[src/rtl/emts_pkg.sv]
`timescale 1ns / 1ps

package emts_pkg;

    // Sound modes, one-hot
    typedef enum logic [5:0] {
        MODE_WAIT    = 6'b000001,
        MODE_START   = 6'b000010,
        MODE_BUTTON  = 6'b000100,
        MODE_PLAYING = 6'b001000,
        MODE_WON     = 6'b010000,
        MODE_LOST    = 6'b100000
    } mode_t;

    localparam logic [3:0]  NOTE_SILENT = 4'd15;
    localparam logic [3:0]  NOTE_MAX    = 4'd14;
    localparam logic [15:0] TOP_SILENT  = 16'hFFFF;

    localparam int WinLen  = 29;
    localparam int LossLen = 7;

    // Timer compare top per note, C4 to C6: floor(62500 / f) - 1
    localparam logic [15:0] NOTE_TOP [15] = '{
        16'd237, 16'd211, 16'd188, 16'd177, 16'd158, 16'd141, 16'd125, 16'd118,
        16'd105, 16'd93,  16'd88,  16'd78,  16'd70,  16'd62,  16'd58
    };

    localparam logic [3:0] WIN_NOTES [WinLen] = '{
        4'd12, 4'd14, 4'd11, 4'd12, 4'd9, 4'd11, 4'd8, 4'd9, 4'd7, 4'd8,
        4'd5,  4'd7,  4'd4,  4'd5,  4'd2, 4'd4,  4'd1, 4'd2, 4'd0, 4'd1,
        4'd2,  4'd4,  4'd5,  4'd7,  4'd8, 4'd9,  4'd11, 4'd12, 4'd14
    };

    localparam logic [3:0] LOSS_NOTES [LossLen] = '{
        4'd14, 4'd13, 4'd12, 4'd9, 4'd7, 4'd6, 4'd5
    };

    // Sequencer state
    typedef struct packed {
        mode_t      mode;
        logic [4:0] pos;
        logic [4:0] ticks;
        logic [3:0] level;
        logic [3:0] last;
        logic       song;
    } seq_state_t;

    // One result item
    typedef struct packed {
        logic        tone_on;
        logic [15:0] compare_top;
        logic        counter_restart;
        logic        song_playing;
    } seq_result_t;

    // Number of notes in a melody
    function automatic logic [4:0] melody_len(mode_t m);
        case (m)
            MODE_START:  return 5'd3;
            MODE_BUTTON: return 5'd2;
            MODE_WON:    return 5'(WinLen);
            MODE_LOST:   return 5'(LossLen);
            default:     return 5'd0;
        endcase
    endfunction

    // Note index at a position, silent past the end
    function automatic logic [3:0] melody_note(mode_t m, logic [4:0] pos, logic [3:0] lvl);
        logic [4:0] cue;
        logic [3:0] n;
        cue = {1'b0, lvl} + ((pos == 5'd0) ? 5'd1 : 5'd6);
        n   = NOTE_SILENT;
        if (pos < melody_len(m)) begin
            case (m)
                MODE_START:
                begin
                    case (pos[1:0])
                        2'd0:    n = 4'd7;
                        2'd1:    n = 4'd12;
                        default: n = 4'd11;
                    endcase
                end
                MODE_BUTTON: n = (cue > {1'b0, NOTE_MAX}) ? NOTE_MAX : cue[3:0];
                MODE_WON:    n = WIN_NOTES[pos];
                MODE_LOST:   n = LOSS_NOTES[pos[2:0]];
                default:     n = NOTE_SILENT;
            endcase
        end
        return n;
    endfunction

    // Duration in ticks at a position, zero past the end
    function automatic logic [4:0] melody_ticks(mode_t m, logic [4:0] pos);
        logic [4:0] t;
        t = 5'd0;
        if (pos < melody_len(m)) begin
            case (m)
                MODE_START:  t = (pos == 5'd2) ? 5'd4 : 5'd2;
                MODE_BUTTON: t = (pos == 5'd0) ? 5'd2 : 5'd4;
                MODE_WON:    t = 5'd2;
                MODE_LOST:   t = (pos == 5'd6) ? 5'd18 : 5'd6;
                default:     t = 5'd0;
            endcase
        end
        return t;
    endfunction

endpackage

[src/rtl/emts_step.sv]
`timescale 1ns / 1ps

module emts_step (
    input  emts_pkg::seq_state_t  cur,
    input  logic                  start_flag,
    input  logic                  won_flag,
    input  logic                  lost_flag,
    input  logic                  button_pressed,
    input  logic [3:0]            game_level,
    output emts_pkg::seq_state_t  nxt,
    output emts_pkg::seq_result_t res
);
    import emts_pkg::*;

    seq_state_t mid;
    logic       melody;
    logic [3:0] note;
    logic [4:0] tick_dec;
    logic [4:0] pos_inc;

    // Mode transitions
    always_comb
    begin
        mid = cur;
        case (cur.mode)
            MODE_WAIT:
            begin
                if (start_flag) begin
                    mid.mode  = MODE_START;
                    mid.last  = NOTE_SILENT;
                    mid.pos   = 5'd0;
                    mid.ticks = melody_ticks(MODE_START, 5'd0);
                end
            end
            MODE_PLAYING:
            begin
                if (button_pressed) begin
                    mid.level = game_level;
                    mid.mode  = MODE_BUTTON;
                    mid.last  = NOTE_SILENT;
                    mid.pos   = 5'd0;
                    mid.ticks = melody_ticks(MODE_BUTTON, 5'd0);
                end else if (won_flag) begin
                    mid.song  = 1'b1;
                    mid.mode  = MODE_WON;
                    mid.last  = NOTE_SILENT;
                    mid.pos   = 5'd0;
                    mid.ticks = melody_ticks(MODE_WON, 5'd0);
                end else if (lost_flag) begin
                    mid.song  = 1'b1;
                    mid.mode  = MODE_LOST;
                    mid.last  = NOTE_SILENT;
                    mid.pos   = 5'd0;
                    mid.ticks = melody_ticks(MODE_LOST, 5'd0);
                end
            end
            MODE_START, MODE_BUTTON:
            begin
                if (cur.pos >= melody_len(cur.mode)) begin
                    mid.mode = MODE_PLAYING;
                end
            end
            MODE_WON, MODE_LOST:
            begin
                if (cur.pos >= melody_len(cur.mode)) begin
                    mid.song = 1'b0;
                    mid.mode = MODE_WAIT;
                end
            end
            default:
            begin
                mid = cur;
            end
        endcase
    end

    // Note playback
    assign melody   = (mid.mode == MODE_START) || (mid.mode == MODE_BUTTON) ||
                      (mid.mode == MODE_WON)   || (mid.mode == MODE_LOST);
    assign note     = melody_note(mid.mode, mid.pos, mid.level);
    assign tick_dec = mid.ticks - 5'd1;
    assign pos_inc  = mid.pos + 5'd1;

    always_comb
    begin
        nxt                 = mid;
        res.tone_on         = 1'b0;
        res.compare_top     = TOP_SILENT;
        res.counter_restart = 1'b0;
        if (melody && (note <= NOTE_MAX)) begin
            res.tone_on         = 1'b1;
            res.compare_top     = NOTE_TOP[note];
            res.counter_restart = (note != mid.last);
            nxt.last            = note;
            nxt.ticks           = tick_dec;
            if (tick_dec == 5'd0) begin
                nxt.pos   = pos_inc;
                nxt.ticks = melody_ticks(mid.mode, pos_inc);
            end
        end
        res.song_playing = mid.song;
    end

endmodule

[src/rtl/event_melody_tone_sequencer_core.sv]
`timescale 1ns / 1ps

// Buzzer melody sequencer. Each item on the input channel is one tick carrying
// the start, won, lost and button flags and the game level; each tick yields
// exactly one result item: tone enable, 16-bit timer compare top, counter
// restart and song-playing flag.
// Channels: item_valid/item_ready in, result_valid/result_ready out, both
// plain valid/ready, transfer when both are high.
// An accepted item is held in the input register and its result is then
// registered in the result register, which raises result_valid.
// Throughput: one item per cycle while the receiver takes results, limited
// only by the combinational step logic between the input and result registers.
// Reset (rst_n low) puts the sequencer in wait-for-start, silent, with both
// pipeline registers empty.
// When the receiver stalls, the result register holds; one more item may be
// taken into the input register, after which item_ready drops until the
// result is taken. Sequencer state only advances when a result is produced.
module event_melody_tone_sequencer_core (
    input  logic        clk,
    input  logic        rst_n,
    input  logic        item_valid,
    output logic        item_ready,
    input  logic        start_flag,
    input  logic        won_flag,
    input  logic        lost_flag,
    input  logic        button_pressed,
    input  logic [3:0]  game_level,
    output logic        result_valid,
    input  logic        result_ready,
    output logic        tone_on,
    output logic [15:0] compare_top,
    output logic        counter_restart,
    output logic        song_playing
);
    import emts_pkg::*;

    logic        in_full_reg;
    logic        start_reg;
    logic        won_reg;
    logic        lost_reg;
    logic        button_reg;
    logic [3:0]  level_reg;
    seq_state_t  state_reg;
    seq_state_t  state_next;
    seq_result_t res_next;
    seq_result_t res_reg;
    logic        out_full_reg;
    logic        advance;

    // Step when an item is held and the result slot is free or draining
    assign advance    = in_full_reg && (!out_full_reg || result_ready);
    assign item_ready = !in_full_reg || advance;

    // Input register
    always_ff @(posedge clk or negedge rst_n)
    begin
        if (!rst_n) begin
            in_full_reg <= 1'b0;
        end else if (item_ready) begin
            in_full_reg <= item_valid;
        end
    end

    always_ff @(posedge clk)
    begin
        if (item_valid && item_ready) begin
            start_reg  <= start_flag;
            won_reg    <= won_flag;
            lost_reg   <= lost_flag;
            button_reg <= button_pressed;
            level_reg  <= game_level;
        end
    end

    // Tick step logic
    emts_step u_step (
        .cur            (state_reg),
        .start_flag     (start_reg),
        .won_flag       (won_reg),
        .lost_flag      (lost_reg),
        .button_pressed (button_reg),
        .game_level     (level_reg),
        .nxt            (state_next),
        .res            (res_next)
    );

    // Sequencer state
    always_ff @(posedge clk or negedge rst_n)
    begin
        if (!rst_n) begin
            state_reg.mode  <= MODE_WAIT;
            state_reg.pos   <= 5'd0;
            state_reg.ticks <= 5'd0;
            state_reg.level <= 4'd0;
            state_reg.last  <= NOTE_SILENT;
            state_reg.song  <= 1'b0;
        end else if (advance) begin
            state_reg <= state_next;
        end
    end

    // Result register
    always_ff @(posedge clk or negedge rst_n)
    begin
        if (!rst_n) begin
            out_full_reg <= 1'b0;
        end else if (advance) begin
            out_full_reg <= 1'b1;
        end else if (result_ready) begin
            out_full_reg <= 1'b0;
        end
    end

    always_ff @(posedge clk)
    begin
        if (advance) begin
            res_reg <= res_next;
        end
    end

    assign result_valid    = out_full_reg;
    assign tone_on         = res_reg.tone_on;
    assign compare_top     = res_reg.compare_top;
    assign counter_restart = res_reg.counter_restart;
    assign song_playing    = res_reg.song_playing;

endmodule

[config.mk]
export PLATFORM = sky130hd
export DESIGN_NAME = event_melody_tone_sequencer_core
export DESIGN_NICKNAME = d
export VERILOG_FILES = /design/src/rtl/emts_pkg.sv /design/src/rtl/emts_step.sv /design/src/rtl/event_melody_tone_sequencer_core.sv
export SDC_FILE = /design/constraint.sdc
export NUM_CORES = 1
export LEC_CHECK = 0
export ABC_CLOCK_PERIOD_IN_PS = 5400
export BUFFER_PORTS_ARGS = -buffer_cell sky130_fd_sc_hd__buf_2
export CORE_ASPECT_RATIO = 1.4
export CORE_MARGIN = 4
export CORE_UTILIZATION = 56
export DETAILED_ROUTE_END_ITERATION = 12
export MAX_ROUTING_LAYER = met4
export PLACE_DENSITY = 0.9
export SYNTH_ARGS = -nofsm -noshare
export SYNTH_HDL_FRONTEND = slang
export SYNTH_SLANG_ARGS = --single-unit
[constraint.sdc]
create_clock -name clk -period 5.4 [get_ports clk]
set_input_delay 0.27 -clock clk [delete_from_list [all_inputs] [get_ports clk]]
set_output_delay 0.27 -clock clk [all_outputs]
set_load 0.01 [all_outputs]
==> results of run 1 <==
-- per-layer routing --
metal | track usage, % | routed length, um | part of all wire [%] | vias to the layer above
li1 | - | - | - | 1917
met1 | 31.78 | 4551 | 39 | 1969
met2 | 44.99 | 6042 | 51 | 160
met3 | 4.390 | 601 | 5.1 | 49
met4 | 13.98 | 602 | 5.1 | 0
met5 | - | 0 | 0 | -
-- cells by family (layout without fill, tap and decap cells) --
family	Yosys count	after routing	share of synthesized area [%]
simple gates	189	189	24.59
compound gates	139	140	22.57
buf+inv	59	104	6.457
flops	47	47	30.36
fa+ha+maj	36	36	10.84
xor+xnor	12	12	2.488
mux	11	11	2.696
-- worst paths after layout --
check,startpoint,endpoint,slack [ps],depth (start not counted)
hold reg to reg,state_reg[0],state_reg[0],490,2
hold / removal,start_flag,start_reg,110,1
setup / recovery,lost_reg,counter_restart,190,22
setup reg to reg,lost_reg,counter_restart,190,22
max in group asynchronous,rst_n,state_reg[24],4450,2
min in group asynchronous,rst_n,state_reg[23],500,2
-- cell usage in the layout, fill, tap and decap left out, drive strengths merged, types with 8 or more instances in the layout --
| master | instances |
|---|---|
| a21oi | 29 |
| nand2b | 10 |
| nor2 | 43 |
| edfxtp | 20 |
| nand3 | 16 |
| nand2 | 47 |
| buf | 66 |
| ha | 35 |
| nor3 | 21 |
| mux2i | 8 |
| a21o | 9 |
| o21ai | 38 |
| inv | 31 |
| dfrtp | 22 |
-- what timing repair did --
item,in CTS,in global routing
hold buffers,1,0
endpoints found under the hold margin,22,0
gates cloned,0,1
resized for setup,9,25
pin swaps,0,4
setup endpoints to repair,22,25
setup buffers,3,2
-- cell type report --
class	count	area [um2]
multi-input combinational	388	2833
clock inverter	3	28.78
tap	97	121.4
sequential	47	1287
inverter	29	108.9
clock buffer	5	68.82
timing repair buffer	67	425.4
fill	558	2487
-- per-stage QoR --
step	cell area (um2)	cells
6_report	4873	636
5_1_grt	4873	636
3_3_place_gp	4574	621
2_1_floorplan	4239	493
4_1_cts	4735	633
3_5_place_dp	4574	621
==> results_dict.tcl, run 1 <==
set metrics [dict create \
    status "complete, no violations" \
    drc 0 \
    netlist-cell-type-count 82 \
    finalWorstSetupSlack_ps 194.7 \
    first_iter_violations 374 \
    netlist_instances 493 \
    cpPeakStageDelay_ps 540 \
    worst_pin_slew_ps 1081 \
    worst_path_most_repeated_cell "inv_1" \
    yosysMostFrequentCell "nand2_1" \
    start_util_pct 57.39 \
    drive_gt1_share_pct 24.49 \
    ys_seq_area_share_pct 30.36 \
    clock_sinks 47 \
    cpMaxStageDelayCell "or4_4" \
    drv_cap 0 \
    drv_slew 0 \
    grt_overflow 0 \
    ys_ff_latch 47 \
    grt_pass1_vias 3904 \
    wl_mm 11.80 \
    required_ps 5580 \
    arrival_ps 5390 \
    h-tree-depth 2 \
    insertion_delay_ps 330 \
    diodes 0 \
    hold-worst-slack_ps 111.0 \
    gp_congestion 1.017 \
    postSynthAreaPerCell_um2 8.568 \
    post_drt_wl_per_cell_um 18.55 \
    path_clk_slew_ps 110 \
    synthArstFlopShare_pct 57.45 \
    finalCriticalPeriod_ps 5205 \
    crit_fanout 6 \
    critPathTopFamily "simple AND/OR/NAND/NOR gates" \
    finalCritPeriodShare_pct 96.39 \
    synthesis.nets 541 \
    vias 4095 \
    hold_class "in2reg" \
    grt_pass1_wl_mm 19.10 \
    place_ws_ps -298.7 \
    path_class "reg2reg" \
    via_per_inst 6.439 \
    antenna_found_initial 0 \
    relSlewSlack_pct 27.74 \
    endpoint_kind "flip-flop" \
    rows 37 \
    finalHoldViolations 0 \
    io_pins 33 \
    hpwl_mm 8.728 \
    clk_path_buf_depth 2 \
    tns_ps 0 \
    dieArea_um2 9016 \
    cts_tree "done" \
    nets 586 \
    critPathLaunchType "flip-flop" \
    fp.dieH_um 110.8 \
    cts_root_buf "clkbuf_8" \
    synth_edf_count 20 \
    synthFlopType "dfrtp_1" \
    fin_worst_skew_ps 11.34 \
    synth_top_area_cell "edfxtp_1" \
    yosysWarnings 0 \
    utilization_pct 66.21 \
    numPortBuffers 32 \
    grt_use_total_pct 27.50 \
    synthToLayoutAreaGrowth_pct 15.37 \
    fmax_mhz 192.1 \
    grt_max_degree 28 \
    fp.coreArea_um2 7361 \
    synth_top_area_share_pct 14.22 \
    dieWidth_um 81.40 \
    cts_buffers 5 \
    synth_area_um2 4224 \
    largest_register_ff_count 25 \
    ys_top_cells_by_area "edfxtp_1 (14%), dfrtp_1 (13%), ha_1 (10%), nand2_1 (4.2%), o21ai_0 (3.9%)" \
    setup_violations 0 \
    crit_buf_inv 4 \
    first_pass_iters 5 \
    synthTopCellsByCount "nand2_1 (47), nor2_1 (42), ha_1 (35), o21ai_0 (33), inv_1 (28)" \
    worstPathCellList "or3_1 -> a31oi_4 -> or2_4 -> and2_4 -> inv_1 -> ha_1 -> o21ai_2 -> inv_2 -> ha_1 -> inv_1 -> fa_1 -> or3b_2 -> o221ai_4 -> o211a_1 -> and3_4 -> nand2_1 -> inv_1 -> ha_4 -> o21ai_4 -> a41o_4 -> or4_4 -> o21ai_2" \
    antenna_left 0 \
]
Power of run 1 is not shown: default switching activity piles up to over one toggle a cycle in this logic, so the estimate is an artifact.
==> run 2: changes to the inputs <==
- ABC_CLOCK_PERIOD_IN_PS: 5400 -> 6700
- CORE_UTILIZATION: 56 -> 60
- PLACE_DENSITY: 0.9 -> 0.92
- clock period: 5.4 -> 6.7 ns (I/O delays scaled with it)
==> results_dict.tcl, run 2 (synthesized netlist as in run 1, its figures left out) <==
set metrics [dict create \
    status "complete, no violations" \
    fill_cells 501 \
    dieArea_um2 8465 \
    via_per_inst 6.726 \
    worst_pin_slew_ps 1064 \
    rows 35 \
    drive_gt1_share_pct 16.76 \
    insertion_delay_ps 320 \
    rsz0062_at_grt "false" \
    reg2regPathDepth 23 \
    cts_buffers 5 \
    numPortBuffers 32 \
    drc 0 \
    vias 4069 \
    hpwl_mm 8.505 \
    fp.coreArea_um2 6700 \
    clk_path_buf_depth 2 \
    synthToLayoutAreaGrowth_pct 7.109 \
    path_clk_slew_ps 110 \
    gp_congestion 1.011 \
    final_cell_area_um2 4524 \
    h-tree-depth 2 \
    fp.dieH_um 107.3 \
    dpl_cell_area_um2 4410 \
    cts_tree "done" \
    layout_commonest_cell "nand2_1" \
    fin_worst_skew_ps 8.049 \
    relSlewSlack_pct 28.90 \
    post_cts_buffers 0 \
    critPathLaunchType "flip-flop" \
    tns_ps 0 \
    start_util_pct 63.04 \
    arrival_ps 6420 \
    first_iter_violations 442 \
    crit_fanout 16 \
    first_pass_iters 6 \
    fmax_mhz 160.1 \
    hold_class "in2async" \
    dieWidth_um 78.91 \
    largest_register_ff_count 25 \
    grt_use_total_pct 28.66 \
    post_drt_wl_per_cell_um 19.12 \
    nets 560 \
    cts_root_buf "clkbuf_8" \
    io_pins 33 \
    antenna_left 0 \
    drv_slew 0 \
    finalCriticalPeriod_ps 6247 \
    hold-worst-slack_ps 33.92 \
    required_ps 6880 \
    antenna_found_initial 0 \
    most-common-layout-cells "nand2_1 (47), nor2_1 (42), ha_1 (35)" \
    grt_pass1_wl_mm 18.75 \
    grt_pass1_vias 3908 \
    path_class "reg2reg" \
    diodes 0 \
    endpoint_kind "flip-flop" \
    cts_resized 0 \
    utilization_pct 67.53 \
    drv_cap 0 \
    setup_violations 0 \
    grt_overflow 0 \
    finalHoldViolations 0 \
    clock_sinks 47 \
    grt_max_degree 28 \
    finalCritPeriodShare_pct 93.24 \
    cts_hold_buffers 0 \
    wl_mm 11.57 \
]
-- run 2: changes by cell type in the layout (fill, tap and decap cells not counted), sizes merged --
cell         previous run  this run
dlygate4sd3             1         0
buf                    66        42
a41o                    2         1
-- run 2: through the flow --
step                      worst slack [ps]  instances
final                                453.0        605
after global routing                 35.92        605
after CTS                            102.1        605
after detailed placement             185.0        597
after global placement               543.7        597
after floorplan                       1101        493
-- run 2: layer usage --
| layer | GRT usage, % | wire length, um |
|---|---|---|
| met5 | - | 0 |
| met4 | 14.62 | 525 |
| met3 | 3.853 | 826 |
| met2 | 50.49 | 5947 |
| met1 | 31.42 | 4267 |
-- run 2: cell type report --
type | count | area [um2] | area share (%)
Multi-Input combinational cell | 387 | 2683 | 59.29
Inverter | 29 | 108.9 | 2.406
Sequential cell | 47 | 1285 | 28.40
Timing Repair Buffer | 42 | 235.2 | 5.199
Tap cell | 92 | 115.1 | 2.544
Clock inverter | 3 | 28.78 | 0.6361
Clock buffer | 5 | 68.82 | 1.521
-- run 2: critical path: stages (launching register included) --
cell      delay, ps
edfxtp_1        540
or3_1           360
a31oi_1         170
buf_4           180
or2_0           150
and2_1          290
inv_1           170
ha_1            240
o21ai_0         240
inv_1           180
ha_1            250
inv_1            70
fa_1            420
or3b_2          490
o221ai_1        250
o211a_1         200
and3_1          240
nand2_1         200
inv_1           170
ha_1            200
o21ai_0         110
a41o_4          350
or4_4           560
o21ai_2          70
-- run 2: worst paths after layout --
| check | start | end | slack (ps) |
|---|---|---|---|
| worst max-delay path | button_reg | counter_restart | 450 |
| worst min-delay path | rst_n | state_reg[23] | 30 |
| worst max register to register | button_reg | counter_restart | 450 |
| worst min register to register | state_reg[6] | state_reg[6] | 500 |
| max in group asynchronous | rst_n | state_reg[20] | 6200 |
| min in group clk | lost_flag | lost_reg | 180 |
Power of run 2 is left out for the same reason.
